<file path="src/rtl/core/dnd_pkg.sv">
package dnd_pkg;

    localparam int MSG_BYTES    = 512;
    localparam int MSG_AW       = 9;
    localparam int POS_W        = MSG_AW + 1;
    localparam int MAX_HOPS     = 16;
    localparam int MAX_NAME     = 255;
    localparam int CONSUMED_MAX = 256;
    localparam int TXT_BANKS    = 4;
    localparam int TXT_ROWS     = 64;
    localparam int TXT_RW       = 6;

    localparam logic [7:0] PTR_MIN   = 8'd192;
    localparam logic [7:0] LABEL_MAX = 8'd63;
    localparam logic [7:0] DOT_CHAR  = 8'h2E;

    localparam logic FUNC_STORE  = 1'b0;
    localparam logic FUNC_DECODE = 1'b1;

    typedef struct packed {
        logic              is_decode;
        logic [MSG_AW-1:0] addr;
        logic [7:0]        data;
    } t_cmd;

    typedef struct packed {
        logic [31:0] name_chars;
        logic [2:0]  char_count;
        logic        last;
        logic [8:0]  consumed;
        logic        error;
    } t_result;

endpackage

</file>
<file path="src/rtl/core/dnd_front.sv">
module dnd_front
    import dnd_pkg::*;
(
    input  logic              i_clk,
    input  logic              i_rst_n,
    input  logic              i_valid,
    output logic              o_ready,
    input  logic              i_func,
    input  logic [MSG_AW-1:0] i_addr,
    input  logic [7:0]        i_data,
    output logic              o_q_valid,
    output t_cmd              o_q_cmd,
    input  logic              i_q_pop
);

    t_cmd       r_mem [2];
    logic       r_wp, r_rp;
    logic [1:0] r_cnt;
    logic       push, pop;
    t_cmd       cmd_in;

    always_comb begin
        cmd_in.is_decode = (i_func == FUNC_DECODE);
        cmd_in.addr      = i_addr;
        cmd_in.data      = i_data;
    end

    assign o_ready   = (r_cnt != 2'd2);
    assign push      = i_valid && o_ready;
    assign pop       = i_q_pop && (r_cnt != 2'd0);
    assign o_q_valid = (r_cnt != 2'd0);
    assign o_q_cmd   = r_mem[r_rp];

    always_ff @(posedge i_clk) begin
        if (push) begin
            r_mem[r_wp] <= cmd_in;
        end
        if (!i_rst_n) begin
            r_wp  <= 1'b0;
            r_rp  <= 1'b0;
            r_cnt <= 2'd0;
        end else begin
            if (push) r_wp <= ~r_wp;
            if (pop)  r_rp <= ~r_rp;
            case ({push, pop})
                2'b10:   r_cnt <= r_cnt + 2'd1;
                2'b01:   r_cnt <= r_cnt - 2'd1;
                default: r_cnt <= r_cnt;
            endcase
        end
    end

    a_cnt_bound: assert property (@(posedge i_clk) disable iff (!i_rst_n)
        r_cnt != 2'd3)
        else $error("queue count out of range");

    a_full_no_push: assert property (@(posedge i_clk) disable iff (!i_rst_n)
        (r_cnt == 2'd2) && !pop |=> r_cnt == 2'd2)
        else $error("full queue lost an entry");

endmodule

</file>
<file path="config.mk">
export PLATFORM = sky130hd
export DESIGN_NAME = dnd_front
export DESIGN_NICKNAME = d
export VERILOG_FILES = /design/src/rtl/core/dnd_pkg.sv /design/src/rtl/core/dnd_front.sv
export SDC_FILE = /design/constraint.sdc
export NUM_CORES = 1
export LEC_CHECK = 0
export BUFFER_PORTS_ARGS = -buffer_cell sky130_fd_sc_hd__buf_2
export CAP_MARGIN = 40
export CORE_ASPECT_RATIO = 1.25
export CORE_MARGIN = 1.5
export CORE_UTILIZATION = 54
export DETAILED_ROUTE_END_ITERATION = 8
export GPL_TIMING_DRIVEN = 0
export PLACE_DENSITY = 0.8
export REMOVE_ABC_BUFFERS = 1
export SLEW_MARGIN = 10
export SYNTH_ARGS = -nofsm -noshare
export SYNTH_HDL_FRONTEND = slang
export SYNTH_SLANG_ARGS = --single-unit
</file>
<file path="constraint.sdc">
create_clock -name i_clk -period 2.4 [get_ports i_clk]
set_input_delay 0.24 -clock i_clk [delete_from_list [all_inputs] [get_ports i_clk]]
set_output_delay 0.24 -clock i_clk [all_outputs]
set_load 0.01 [all_outputs]
</file>
==> impl.org, run 1 <==
** Outcome
- Outcome :: finished clean

** Floorplanning
- In this run the count of I/O pins placed on the die edge is 42.
- Die Footprint :: 3160 sq um
- The floorplan step set the die height to 62.5 um.
- The floorplan has 21 rows.
- From left edge to right edge, the die measures 50.6 um.
- The floorplan step defined a core boundary enclosing 2680 sq um.
- Initial standard-cell utilization of the core :: 0.570

** Timing
- TNS Setup :: 0 ps
- Achievable clock frequency :: 0.505 GHz
- Clock skew :: 7.33 ps
- Final slew viol count :: 0
- Counting I/O delays and the setup requirement, the final critical path takes 1980 ps.
- The worst pin sits at a relative slew slack of 0.452.
- Setup violations remaining at the end of the flow were counted as 0.
- Setup repair after global routing left no endpoint under its margin.
- At the pin with the least slew margin, the transition time is 822 ps.
- The number of hold violations in the final report is 0.
- Worst hold margin :: 83.5 ps
- Dividing the final minimum period by the clock period gives 0.826.

** Power
- Max IR drop VDD :: 0.000585 V
- For this design the ratio of total power to cell area is 1000 nW/um^2.
- For this design the static power due to leakage is 0.000686 uW.

** Global route
- Wire length of the first global-routing pass :: 4.07 mm
- Vias in the first global route :: 895
- The initial antenna violation count was 0.
- Aggregate global routing overflow :: 0
- Maximum number of pins on one net before global-route repair :: 19
- For this run, the total global-route usage over all layers was measured as 0.184.

** Drt
- Summing over every cut layer, the via total after detailed routing is 843.
- The detail route stage leaves a number of antenna-violating nets equal to 0.
- The detailed router finished its first iteration with 15 violations.
- Routed via count divided by cell count :: 5.27
- The first detailed-routing pass ran for 4 iterations.
- For this run, design rule violations remaining after detail routing come to 0.
- Summed over all layers, the routed wires come to 2.42 mm.
- Mean routed wirelength per cell :: 15.1 um

** Synthesis
- Proportion of synthesized chip area in sequential cells :: 0.773
- The synthesized design contains 36 enable-type register cells.
- Number of storage elements in the synthesis netlist :: 41
- Post-Synthesis Cells :: 80
- For this run, the leading register cell type out of synthesis is sky130_fd_sc_hd__edfxtp_1.
- Counting flops with an async set or reset pin after synthesis yields a share of 0.
- The synthesized netlist occupies a cell area of 1530 sq um.
- A synthesized cell averages 19.1 sq um.
- Number of library cell types mapped by synthesis :: 20
- Yosys warning total :: 0

** Critical path
- The number of buffers and inverters on the critical path is 1.
- WS Path Type :: flip-flop to primary output
- Startpoint type of the worst setup path :: flip-flop
- The largest individual stage delay along the critical path comes from the cell sky130_fd_sc_hd__dfxtp_1.
- Worst reg2reg path startpoint :: r_cnt[0]$_SDFFE_PN0P_
- Cells along the critical path :: mux2_2 -> buf_2
- Data required time at the worst endpoint :: 2160 ps
- Setup crit end kind :: primary output
- For the worst setup path, the data arrival time is 1740 ps.
- Crit-path max cell delay :: 840 ps
- Broken down by cell family, the worst path's largest delay share belongs to flip-flops.
- Critical-path maximum fanout :: 18

** CTS
- Gates resized during post-CTS repair numbered 0.
- After clock tree synthesis, the clock-pin slew on the worst setup and hold paths is 110 ps.
- Num CTS Buffers :: 5
- The clock passes through at most 2 buffers.
- Clock tree from TritonCTS :: yes
- Sink Count :: 41
- The clock reaches the later pin of the worst-skew pair after 340 ps.
- The tree is rooted in a sky130_fd_sc_hd__clkbuf_4.
- The H-tree generated during clock tree synthesis spans 2 levels.
- Number of post-CTS setup repair buffers :: 0
- Number of hold buffers added after CTS :: 0

** Layout
- Register cell area after layout :: 1180 sq um
- Diode count :: 0
- Summing all multi-input logic gate instances after layout gives 334 sq um.
- Relative to the synthesized area, the layout overhead comes to 18.5%.
- Once layout is complete, the utilization of the core stands at 0.676.
- Of the cells placed in the final design, the portion with a size suffix greater than 1 is 0.524.
- # nets final :: 149
- Number of fillers in the final layout :: 213

** Min path
- The worst hold path begins at i_data[1].
- The worst hold path belongs to the class primary input to flip-flop.

** Place
- Number of port buffers :: 41
- Global placement routability congestion :: 0.586
- HPWL after detailed placement :: 1.71 mm

** Job
- Max-cap violations in this run came to 0.
[flip-flops by register name (all words and copies together) (netlist names), named ones only]
| name | cells |
|---|---|
| r_cnt | 2 |
| r_mem | 36 |
| r_rp | 1 |
| r_wp | 1 |
[power breakdown]
group          switching, uW  internal (uW)  leakage (uW)
clock network            196            106     0.0000258
logic                    239            277      0.000282
registers               88.4            908      0.000378
[synthesized netlist by cell type, types with 2 or more instances]
| library cell | number | area (sq um) |
|---|---|---|
| sky130_fd_sc_hd__buf_2 | 2 | 10.0 |
| sky130_fd_sc_hd__xnor2_1 | 3 | 26.3 |
| sky130_fd_sc_hd__dfxtp_1 | 5 | 100 |
| sky130_fd_sc_hd__mux2_2 | 18 | 203 |
| sky130_fd_sc_hd__edfxtp_1 | 36 | 1080 |
| sky130_fd_sc_hd__nor2b_1 | 2 | 12.5 |
[cell usage in the layout, fill, tap and decap left out, types with 2 or more instances in the layout]
master / instances
sky130_fd_sc_hd__dfxtp_1: 5
sky130_fd_sc_hd__clkbuf_4: 5
sky130_fd_sc_hd__nor2b_1: 2
sky130_fd_sc_hd__mux2_2: 18
sky130_fd_sc_hd__xnor2_1: 3
sky130_fd_sc_hd__edfxtp_1: 36
sky130_fd_sc_hd__buf_2: 41
[stage by stage]
step	cells	power (uW)	area [sq um]	setup WS, ps
detailed placement	153	1540	1770	649
global route	160	1920	1810	318
CTS	160	1840	1810	371
global placement	153	1510	1770	691
finish	160	1810	1810	418
floorplan	78	1340	1520	852
[logic make-up after synthesis]
group / share of synthesized area
fa+ha+maj: 0.00818
compound gates: 0.0246
flops: 0.773
mux: 0.133
simple gates: 0.0360
xor+xnor: 0.0172
buf+inv: 0.00900
[area by class of cell]
cell class,count,share of cell area
sequential,41,0.652
timing repair buffer,41,0.113
inverter,1,0.00207
tap,34,0.0235
multi-input combinational,36,0.184
clock inverter,1,0.00207
clock buffer,6,0.0228
[per-layer routing]
| metal | vias up | part of all wire | global-route usage |
|---|---|---|---|
| met3 | 4 | 0.062 | 0.0718 |
| li1 | 398 | - | - |
| met1 | 415 | 0.35 | 0.174 |
| met5 | - | 0 | 0 |
| met4 | 0 | 0.012 | 0.0912 |
| met2 | 26 | 0.58 | 0.332 |
[path summary, 6_finish.rpt]
kind                           endpoint  slack (ps)  cells past startpoint
setup / recovery             o_q_cmd[9]         420                      2
hold reg to reg   r_cnt[1]$_SDFFE_PN0P_         540                      2
setup reg to reg  r_mem[1][7]$_DFFE_PP_         650                      2
hold / removal    r_mem[1][1]$_DFFE_PP_          80                      1
[worst reg2reg max path, delay by kind of cell (launching register included)]
family | cells | cell delay (ps)
simple gates | 2 | 930
flops | 1 | 440
(Power assumes the default switching activity.)
==> inputs of run 2 (changes only) <==
--- a/config.mk
+++ b/config.mk
@@ -5,14 +5,15 @@
 export SDC_FILE = /design/constraint.sdc
 export NUM_CORES = 1
 export LEC_CHECK = 0
+export ABC_AREA = 1
 export BUFFER_PORTS_ARGS = -buffer_cell sky130_fd_sc_hd__buf_2
 export CAP_MARGIN = 40
 export CORE_ASPECT_RATIO = 1.25
 export CORE_MARGIN = 1.5
-export CORE_UTILIZATION = 54
+export CORE_UTILIZATION = 51
 export DETAILED_ROUTE_END_ITERATION = 8
 export GPL_TIMING_DRIVEN = 0
-export PLACE_DENSITY = 0.8
+export PLACE_DENSITY = 0.76
 export REMOVE_ABC_BUFFERS = 1
 export SLEW_MARGIN = 10
 export SYNTH_ARGS = -nofsm -noshare
==> constraint.sdc (replaced) <==
create_clock -name i_clk -period 1.84 [get_ports i_clk]
set_input_delay 0.184 -clock i_clk [delete_from_list [all_inputs] [get_ports i_clk]]
set_output_delay 0.184 -clock i_clk [all_outputs]
set_load 0.01 [all_outputs]
==> impl.org, run 2 <==
** Global route
- Wire length of the first global-routing pass :: 3.86 mm (was 4.07 mm)
- Overall track demand over capacity in global routing :: 0.161 (was 0.184)
- Number of antenna violations at the first check in global routing :: 0 (unchanged)
- Aggregate global routing overflow :: 0 (unchanged)
- The largest net degree at the start of global routing was 13 (was 19).
- Vias in the first global route :: 892 (was 895)

** Timing
- Clock skew :: 10.5 ps (was 7.33 ps)
- The final-report setup violation count came to 0 (unchanged).
- Achievable clock frequency :: 0.582 GHz
- Setup repair after global routing missed its margin :: false (unchanged)
- The final count of pins violating max slew was 0 (unchanged).
- Dividing the final minimum period by the clock period gives 0.934.
- The number of hold violations in the final report came to 0 (unchanged).
- The sum of negative setup slack is 0 ps (unchanged).
- The smallest clock period supported by the final layout is computed as 1720 ps.
- The pin slew with the least headroom to its limit came to 465 ps (was 822 ps).
- Slew headroom :: 0.690 (was 0.452)

** Synthesis
- The post-synthesis async set-or-reset flop share was 0 (unchanged).
- Top cells by area in the synthesized netlist: sky130_fd_sc_hd__edfxtp_1 (68%), sky130_fd_sc_hd__mux2_4 (9.4%), sky130_fd_sc_hd__dfxtp_1 (6.3%), sky130_fd_sc_hd__mux2_2 (5.7%), sky130_fd_sc_hd__nor2_1 (2.4%) (was sky130_fd_sc_hd__edfxtp_1 (71%), sky130_fd_sc_hd__mux2_2 (13%), sky130_fd_sc_hd__dfxtp_1 (6.5%), sky130_fd_sc_hd__xnor2_1 (1.7%), sky130_fd_sc_hd__ha_1 (0.82%)).
- Yosys warning total :: 0 (unchanged)
- Number of library cell types mapped by synthesis :: 17 (was 20)
- Per-instance average area after synthesis :: 17.3 sq um (was 19.1 sq um)
- The cell with the most instances after synthesis is sky130_fd_sc_hd__edfxtp_1 (unchanged).
- The number of register bits inferred by synthesis was 41 (unchanged).
- Fraction of post-synthesis cell area in the top cell type by area :: 0.679 (was 0.707)
- Largest area contributor in the netlist :: sky130_fd_sc_hd__edfxtp_1 (unchanged)
- Synth Flop Type :: sky130_fd_sc_hd__edfxtp_1 (unchanged)
- The summed instance area of the synthesized netlist is 1590 sq um (was 1530 sq um).
- Most used standard cells in the synthesized netlist :: sky130_fd_sc_hd__edfxtp_1 (36), sky130_fd_sc_hd__mux2_4 (10), sky130_fd_sc_hd__nor2_1 (10), sky130_fd_sc_hd__mux2_2 (8), sky130_fd_sc_hd__nand2_1 (8) (was sky130_fd_sc_hd__edfxtp_1 (36), sky130_fd_sc_hd__mux2_2 (18), sky130_fd_sc_hd__dfxtp_1 (5), sky130_fd_sc_hd__xnor2_1 (3))
- The gate count after technology mapping is 92 (was 80).
- The number of enable-type register cells in the synthesized netlist is 36 (unchanged).
- Proportion of synthesized chip area in sequential cells :: 0.742 (was 0.773)

** Drt
- The top layer used by detailed routing is met4 (unchanged).
- The met2 layer wire length in the routed design is 1.41 mm (was 1.40 mm).
- Routed wl met3 :: 122 um (was 151 um)
- The routed metal-1 wirelength is 885 um (was 838 um).
- The average via count per standard cell was 4.93 (was 5.27).
- The final routed DRC violation total was 0 (unchanged).
- Vias after detailed routing :: 877 (was 843)
- Mean routed wirelength per cell :: 13.6 um (was 15.1 um)
- The DRC marker count from the first detailed-route iteration was 24 (was 15).
- Post-route antenna net violation count :: 0 (unchanged)
- First-pass detailed-route iteration total :: 4 (unchanged)
- Total wirelength of the detailed-routed design :: 2.43 mm (was 2.42 mm)

** Layout
- The most common library cell in the layout ignoring fill and taps is sky130_fd_sc_hd__buf_2 (unchanged).
- The antenna diode instance count is 0 (unchanged).
- Leading registers by flop count :: r_mem: 36 flops, r_cnt: 2 flops (unchanged)
- The number of standard cells in the layout, taps in and fillers out came to 178 (was 160).
- Top library cells by usage in the layout, fill and taps aside :: sky130_fd_sc_hd__buf_2 (41), sky130_fd_sc_hd__edfxtp_1 (36), sky130_fd_sc_hd__mux2_4 (10) (was sky130_fd_sc_hd__buf_2 (41), sky130_fd_sc_hd__edfxtp_1 (36), sky130_fd_sc_hd__mux2_2 (18))
- The top register by number of flip-flops is r_mem (unchanged).
- Number of flip-flops in the largest register :: 36 (unchanged)
- Area growth, synth to finish :: 20.3% (was 18.5%)
- Fraction of final layout cells sized beyond drive strength 1 :: 0.528 (was 0.524)
- The post-layout net count was 164 (was 149).
- Number of fillers in the final layout :: 224 (was 213)

** Critical path
- The longest individual stage delay on the worst path came to 520 ps (was 840 ps).
- The register-to-register path setup slack was 280 ps (was 650 ps).
- Critical path depth :: 3 (was 2)
- The maximum net fanout on the critical path came to 10 (was 18).
- The kind of cell with the highest combined delay on the critical path was flip-flops (unchanged).
- The type of the setup path with the least slack was flip-flop to primary output (unchanged).
- The data arrival time of the worst path was 1540 ps (was 1740 ps).
- Worst reg2reg path startpoint :: r_cnt[0]$_SDFFE_PN0P_ (unchanged)
- The critical register-to-register path endpoint is r_mem[1][5]$_DFFE_PP_ (was r_mem[1][7]$_DFFE_PP_).
- The required time of the critical path was 1660 ps (was 2160 ps).
- CP endpoint :: o_q_cmd[7] (was o_q_cmd[9])
- Total buffers and inverters traversed by the critical path :: 2 (was 1)
- Startpoint type of the worst setup path :: flip-flop (unchanged)
- The cell with the biggest individual delay on the critical path is sky130_fd_sc_hd__dfxtp_2 (was sky130_fd_sc_hd__dfxtp_1).
- Depth of the worst register-to-register path :: 5 (was 2)
- Setup crit end kind :: primary output (unchanged)
- Cells along the critical path :: buf_8 -> mux2_2 -> buf_2 (was mux2_2 -> buf_2)

** Floorplanning
- The floorplan row count was 22 (was 21).
- The area of the core came to 2950 sq um (was 2680 sq um).
- Die height :: 65.5 um (was 62.5 um)
- X dimension of the die :: 53.0 um (was 50.6 um)
- The die outline area came to 3470 sq um (was 3160 sq um).
- The starting density of the core was 0.541 (was 0.570).
- Number of I/O pins :: 42 (unchanged)

** Min path
- Class of the worst hold path :: primary input to flip-flop (unchanged)

** CTS
- The TritonCTS clock tree is yes (unchanged).
- The clock sink total is 41 (unchanged).
- The master cell of the clock root buffer is sky130_fd_sc_hd__clkbuf_4 (unchanged).
- The maximum root-to-sink buffer count is 2 (unchanged).
- CTS H-tree lvls :: 2 (unchanged)
- The source-to-sink clock delay at the later pin of the worst-skew pair came to 330 ps (was 340 ps).
- Number of post-CTS setup repair buffers :: 0 (unchanged)
- Num CTS Buffers :: 5 (unchanged)
- Clock input transition at the sequential cells of the worst setup and hold paths :: 110 ps (about the same)

** Place
- The number of buffers inserted by port buffering was 41 (unchanged).
- Global placement routability congestion :: 0.587 (was 0.586)
- The placed wire-length estimate was 1.81 mm (was 1.71 mm).
- The placed cell count is 170 (was 153).

** Power
- The cell leakage power was 0.000775 uW (was 0.000686 uW).
- Design Power :: 2170 uW (was 1810 uW)
- The worst voltage drop across the vdd grid was 0.000740 V (was 0.000585 V).
- The power density of the placed cells is 1140 nW/um^2 (was 1000 nW/um^2).

** Outcome
- Outcome :: finished clean (unchanged)

** Job
- The count of max-cap constraint violations was 0 (unchanged).
==> run 2: cell count changes after synthesis, moves of 2 or more <==
cell and change:
sky130_fd_sc_hd__nand2_1 +7, sky130_fd_sc_hd__nor2_1 +10, sky130_fd_sc_hd__xnor2_1 -3, sky130_fd_sc_hd__buf_2 -2, sky130_fd_sc_hd__nand2_2 +2, sky130_fd_sc_hd__inv_1 +3
sky130_fd_sc_hd__mux2_4 +10, sky130_fd_sc_hd__nor2b_1 -2, sky130_fd_sc_hd__mux2_2 -10
==> run 2: how the worst min path moves through the flow <==
stage	slack [ps]	startpoint	depth (start not counted)	end
floorplan	280	i_data[0]	0	r_mem[0][0]$_DFFE_PP_
global placement	370	i_data[0]	1	r_mem[0][0]$_DFFE_PP_
detailed placement	380	i_data[0]	1	r_mem[0][0]$_DFFE_PP_
CTS	5	i_addr[5]	1	r_mem[0][13]$_DFFE_PP_
global route	1	i_addr[6]	1	r_mem[1][14]$_DFFE_PP_
finish	30	i_addr[4]	1	r_mem[1][12]$_DFFE_PP_
==> run 2: kinds of logic after synthesis <==
| family | count (synthesis) | share of synthesized area |
|---|---|---|
| DFF | 41 | 0.742 |
| and+or+nand+nor | 22 | 0.0573 |
| muxes | 18 | 0.151 |
| buffers and inverters | 7 | 0.0314 |
| AOI/OAI and AO/OA | 3 | 0.0110 |
| adders and majority gates | 1 | 0.00785 |
==> run 2: final cells by class <==
cell class,instances,area (sq um),area share
Clock buffer,6,51.3,0.0268
Clock inverter,2,8.76,0.00457
Inverter,5,18.8,0.00980
Multi-Input combinational cell,44,367,0.191
Sequential cell,41,1180,0.617
Tap cell,36,45.0,0.0235
Timing Repair Buffer,44,243,0.127
==> run 2: report_power, final <==
part	total, uW	internal, uW	switching [uW]
logic	535	272	263
registers	1200	1140	64.8
clock network	435	180	255
==> run 2: what timing repair did <==
| action | 4_1_cts | 5_1_grt |
|---|---|---|
| endpoints found under the setup margin | 9 | 0 |
| hold buffers | 0 | 0 |
| resized for setup | 1 | 0 |
==> run 2: per-layer routing <==
layer  track usage  vias up
met5             0        -
met1         0.160      415
met3        0.0409        2
met4        0.0962        0
met2         0.291       28
li1              -      432
==> run 2: through the flow <==
| step | setup slack (ps) | instance area (sq um) | hold WS (ps) | util |
|---|---|---|---|---|
| global placement | -268 | 1810 | 373 | 0.615 |
| CTS | 63.4 | 1920 | 4.67 | 0.650 |
| floorplan | 43.1 | 1560 | 283 | - |
| global route | 33.5 | 1920 | 1.34 | 0.650 |
| detailed placement | 275 | 1850 | 378 | 0.630 |
| finish | 121 | 1920 | 29.1 | 0.650 |
==> inputs of run 3 (changes only) <==
--- a/config.mk
+++ b/config.mk
@@ -14,7 +14,6 @@
 export DETAILED_ROUTE_END_ITERATION = 8
 export GPL_TIMING_DRIVEN = 0
 export PLACE_DENSITY = 0.76
-export REMOVE_ABC_BUFFERS = 1
 export SLEW_MARGIN = 10
 export SYNTH_ARGS = -nofsm -noshare
 export SYNTH_HDL_FRONTEND = slang
==> impl.org, run 3 (synthesis results as in run 2) <==
** Timing
- The sum of negative setup slack came to 0 ps (unchanged).
- Setup repair after global routing missed its margin :: false (unchanged)
- The maximum operating frequency came to 0.625 GHz (was 0.582 GHz).
- Clock skew :: 4.51 ps (was 10.5 ps)
- Final setup violating endpoints :: 0 (unchanged)
- Share of the cycle needed by the critical path after routing :: 0.870 (was 0.934)
- Slew headroom :: 0.665 (was 0.690)
- The minimum clock period after layout was 1600 ps (was 1720 ps).
- Min setup slack post-route :: 240 ps (was 121 ps)
- Final slew viol count :: 0 (unchanged)
- Final Hold Fails :: 0 (unchanged)
- The pin slew with the least headroom to its limit came to 503 ps (was 465 ps).

** Drt
- Number of design rule violations left after detail routing :: 0 (unchanged)
- The number of vias after detailed routing came to 888 (was 877).
- Post-route antenna net violation count :: 0 (unchanged)
- Starting DRT DRC Count :: 10 (was 24)
- The post-detailed-routing wire length was 2.37 mm (was 2.43 mm).
- Routed via count divided by cell count :: 4.96 (was 4.93)
- The number of search-and-repair iterations in the first detailed-routing pass came to 4 (unchanged).
- Mean routed wirelength per cell :: 13.3 um (was 13.6 um)

** Layout
- The antenna diode instance count came to 0 (unchanged).
- Non-filler instance count after layout :: 179 (was 178)
- Leading registers by flop count :: r_mem: 36 flops, r_cnt: 2 flops (unchanged)
- Fraction of final layout cells sized beyond drive strength 1 :: 0.524 (was 0.528)
- The flip-flop count of the largest register, all copies and words added is 36 (unchanged).
- Number of fillers in the final layout :: 211 (was 224)
- The most common library cell in the layout ignoring fill and taps is sky130_fd_sc_hd__buf_2 (unchanged).
- The top register by number of flip-flops is r_mem (unchanged).
- The post-layout net count came to 165 (was 164).
- Final core utilization :: 0.657 (was 0.650)
- Area growth, synth to finish :: 21.4% (was 20.3%)
- Top library cells by usage in the layout, fill and taps aside: sky130_fd_sc_hd__buf_2 (41), sky130_fd_sc_hd__edfxtp_1 (36), sky130_fd_sc_hd__mux2_4 (10) (unchanged).

** Critical path
- Cells along the critical path :: buf_6 -> buf_12 -> mux2_4 -> buf_2 (was buf_8 -> mux2_2 -> buf_2)
- The kind of cell with the highest combined delay on the critical path is buffers and inverters (was flip-flops).
- The cell with the biggest individual delay on the critical path is sky130_fd_sc_hd__dfxtp_1 (was sky130_fd_sc_hd__dfxtp_2).
- Total buffers and inverters traversed by the critical path :: 3 (was 2)
- The worst-case reg-to-reg path depth came to 5 (unchanged).
- Signal arrival time at the worst endpoint :: 1420 ps (was 1540 ps)
- The maximum net fanout on the critical path is 10 (unchanged).
- Startpoint type of the worst setup path :: flip-flop (unchanged)
- Crit-path max cell delay :: 340 ps (was 520 ps)
- The origin of the critical flop-to-flop path was r_cnt[0]$_SDFFE_PN0P_ (unchanged).
- Worst reg2reg endpoint :: r_mem[0][1]$_DFFE_PP_ (was r_mem[1][5]$_DFFE_PP_)
- Data required time at the worst endpoint :: 1660 ps (about the same)
- The capturing element type of the critical path was a primary output (unchanged).
- The register-to-register path setup slack is 270 ps (was 280 ps).
- The type of the setup path with the least slack is flip-flop to primary output (unchanged).

** Floorplanning
- Number of I/O pins :: 42 (unchanged)
- The starting density of the core was 0.541 (unchanged).
- Area of the core :: 2950 sq um (unchanged)
- Standard-cell row count :: 22 (unchanged)
- The die height was 65.5 um (unchanged).
- X dimension of the die :: 53.0 um (unchanged)
- Die Footprint :: 3470 sq um (unchanged)

** Outcome
- Outcome :: finished clean (unchanged)

** Global route
- The initial antenna violation count was 0 (unchanged).
- Aggregate global routing overflow :: 0 (unchanged)
- Vias in the first global route :: 901 (was 892)
- The overall routing resource usage came to 0.155 (was 0.161).
- Wire length of the first global-routing pass :: 3.72 mm (was 3.86 mm)
- Maximum number of pins on one net before global-route repair :: 15 (was 13)

** Job
- Max capacitance violation total :: 0 (unchanged)

** Min path
- Worst hold endpoint :: r_mem[0][9]$_DFFE_PP_ (was r_mem[1][12]$_DFFE_PP_)
- The worst hold path startpoint was i_addr[1] (was i_addr[4]).
- Class of the worst hold path :: primary input to flip-flop (unchanged)
- Cell depth of the worst hold path :: 1 (unchanged)

** CTS
- The clock sink total was 41 (unchanged).
- Clock tree from TritonCTS :: yes (unchanged)
- The master cell of the clock root buffer is sky130_fd_sc_hd__clkbuf_4 (unchanged).
- Maximum number of buffers from clock root to sink :: 2 (unchanged)
- The number of buffers inserted to repair setup after CTS came to 0 (unchanged).
- Num CTS Buffers :: 5 (unchanged)
- Post-cts repair resize count :: 0 (was 1)
- Clock insertion delay at the later pin of the skew report :: 330 ps (about the same)
- The clock-pin slew on the worst setup and hold paths was 100 ps (was 110 ps).
- Number of hold buffers added after CTS :: 0 (unchanged)
- The CTS H-tree depth came to 2 (unchanged).

** Power
- Cell area power density :: 1130 nW/um^2 (was 1140 nW/um^2)
- The worst voltage drop across the vdd grid was 0.000842 V (was 0.000740 V).
- Reported leakage power :: 0.000783 uW (was 0.000775 uW)

** Place
- Number of port buffers :: 41 (unchanged)
- Number of placed instances, taps included :: 171 (was 170)
- The worst slack at placement was 256 ps (was 275 ps).
- Global placement routability congestion :: 0.588 (was 0.587)
- HPWL after detailed placement :: 1.85 mm (was 1.81 mm)

** Synthesis
- Synthesis produced a netlist with a net count of 115.
## run 3: changes by cell type in the layout (fill, tap and decap cells not counted), sizes merged
| cell | before | now |
|---|---|---|
| buf | 44 | 45 |
## run 3: layout make-up
cell class / count / area (sq um) / area share
plain buffers: 2 / 31.3 / 0.0162
clock buffers: 6 / 51.3 / 0.0265
clock inverters: 2 / 8.76 / 0.00453
inverters: 5 / 18.8 / 0.00970
multi-input cells: 44 / 367 / 0.190
flip-flops and latches: 41 / 1180 / 0.611
well taps: 36 / 45.0 / 0.0233
repair buffers: 43 / 231 / 0.120
## run 3: how the worst max path moves through the flow
| stage | startpoint | end | slack, ps | cells after the start |
|---|---|---|---|---|
| 6_report | flip-flop | o_q_cmd[8] | 240 | 4 |
| 3_3_place_gp | r_cnt[0]$_SDFFE_PN0P_ | r_mem[1][14]$_DFFE_PP_ | -270 | 4 |
| 5_1_grt | r_cnt[0]$_SDFFE_PN0P_ | r_mem[0][16]$_DFFE_PP_ | 150 | 5 |
| 4_1_cts | flip-flop | o_q_cmd[2] | 220 | 4 |
| 2_1_floorplan | r_cnt[0]$_SDFFE_PN0P_ | r_mem[1][0]$_DFFE_PP_ | 40 | 4 |
| 3_5_place_dp | r_cnt[0]$_SDFFE_PN0P_ | r_mem[0][3]$_DFFE_PP_ | 260 | 5 |
## run 3: through the flow
stage | area [sq um] | hold WS [ps] | total power (uW)
6_report | 1930 | 32.9 | 2190
3_5_place_dp | 1870 | 378 | 1790
3_3_place_gp | 1840 | 372 | 1740
4_1_cts | 1930 | 21.1 | 2220
2_1_floorplan | 1590 | 283 | 1580
5_1_grt | 1930 | 8.68 | 2300
## run 3: power by group
group          switching, uW  internal (uW)
sequential              43.4           1140
combinational            291            288
clock                    251            180
## run 3: layer usage
| layer | share of wire | GRT usage |
|---|---|---|
| met1 | 0.35 | 0.158 |
| met2 | 0.58 | 0.288 |
| met3 | 0.054 | 0.0477 |
| met4 | 0.014 | 0.0577 |
| met5 | 0 | 0 |
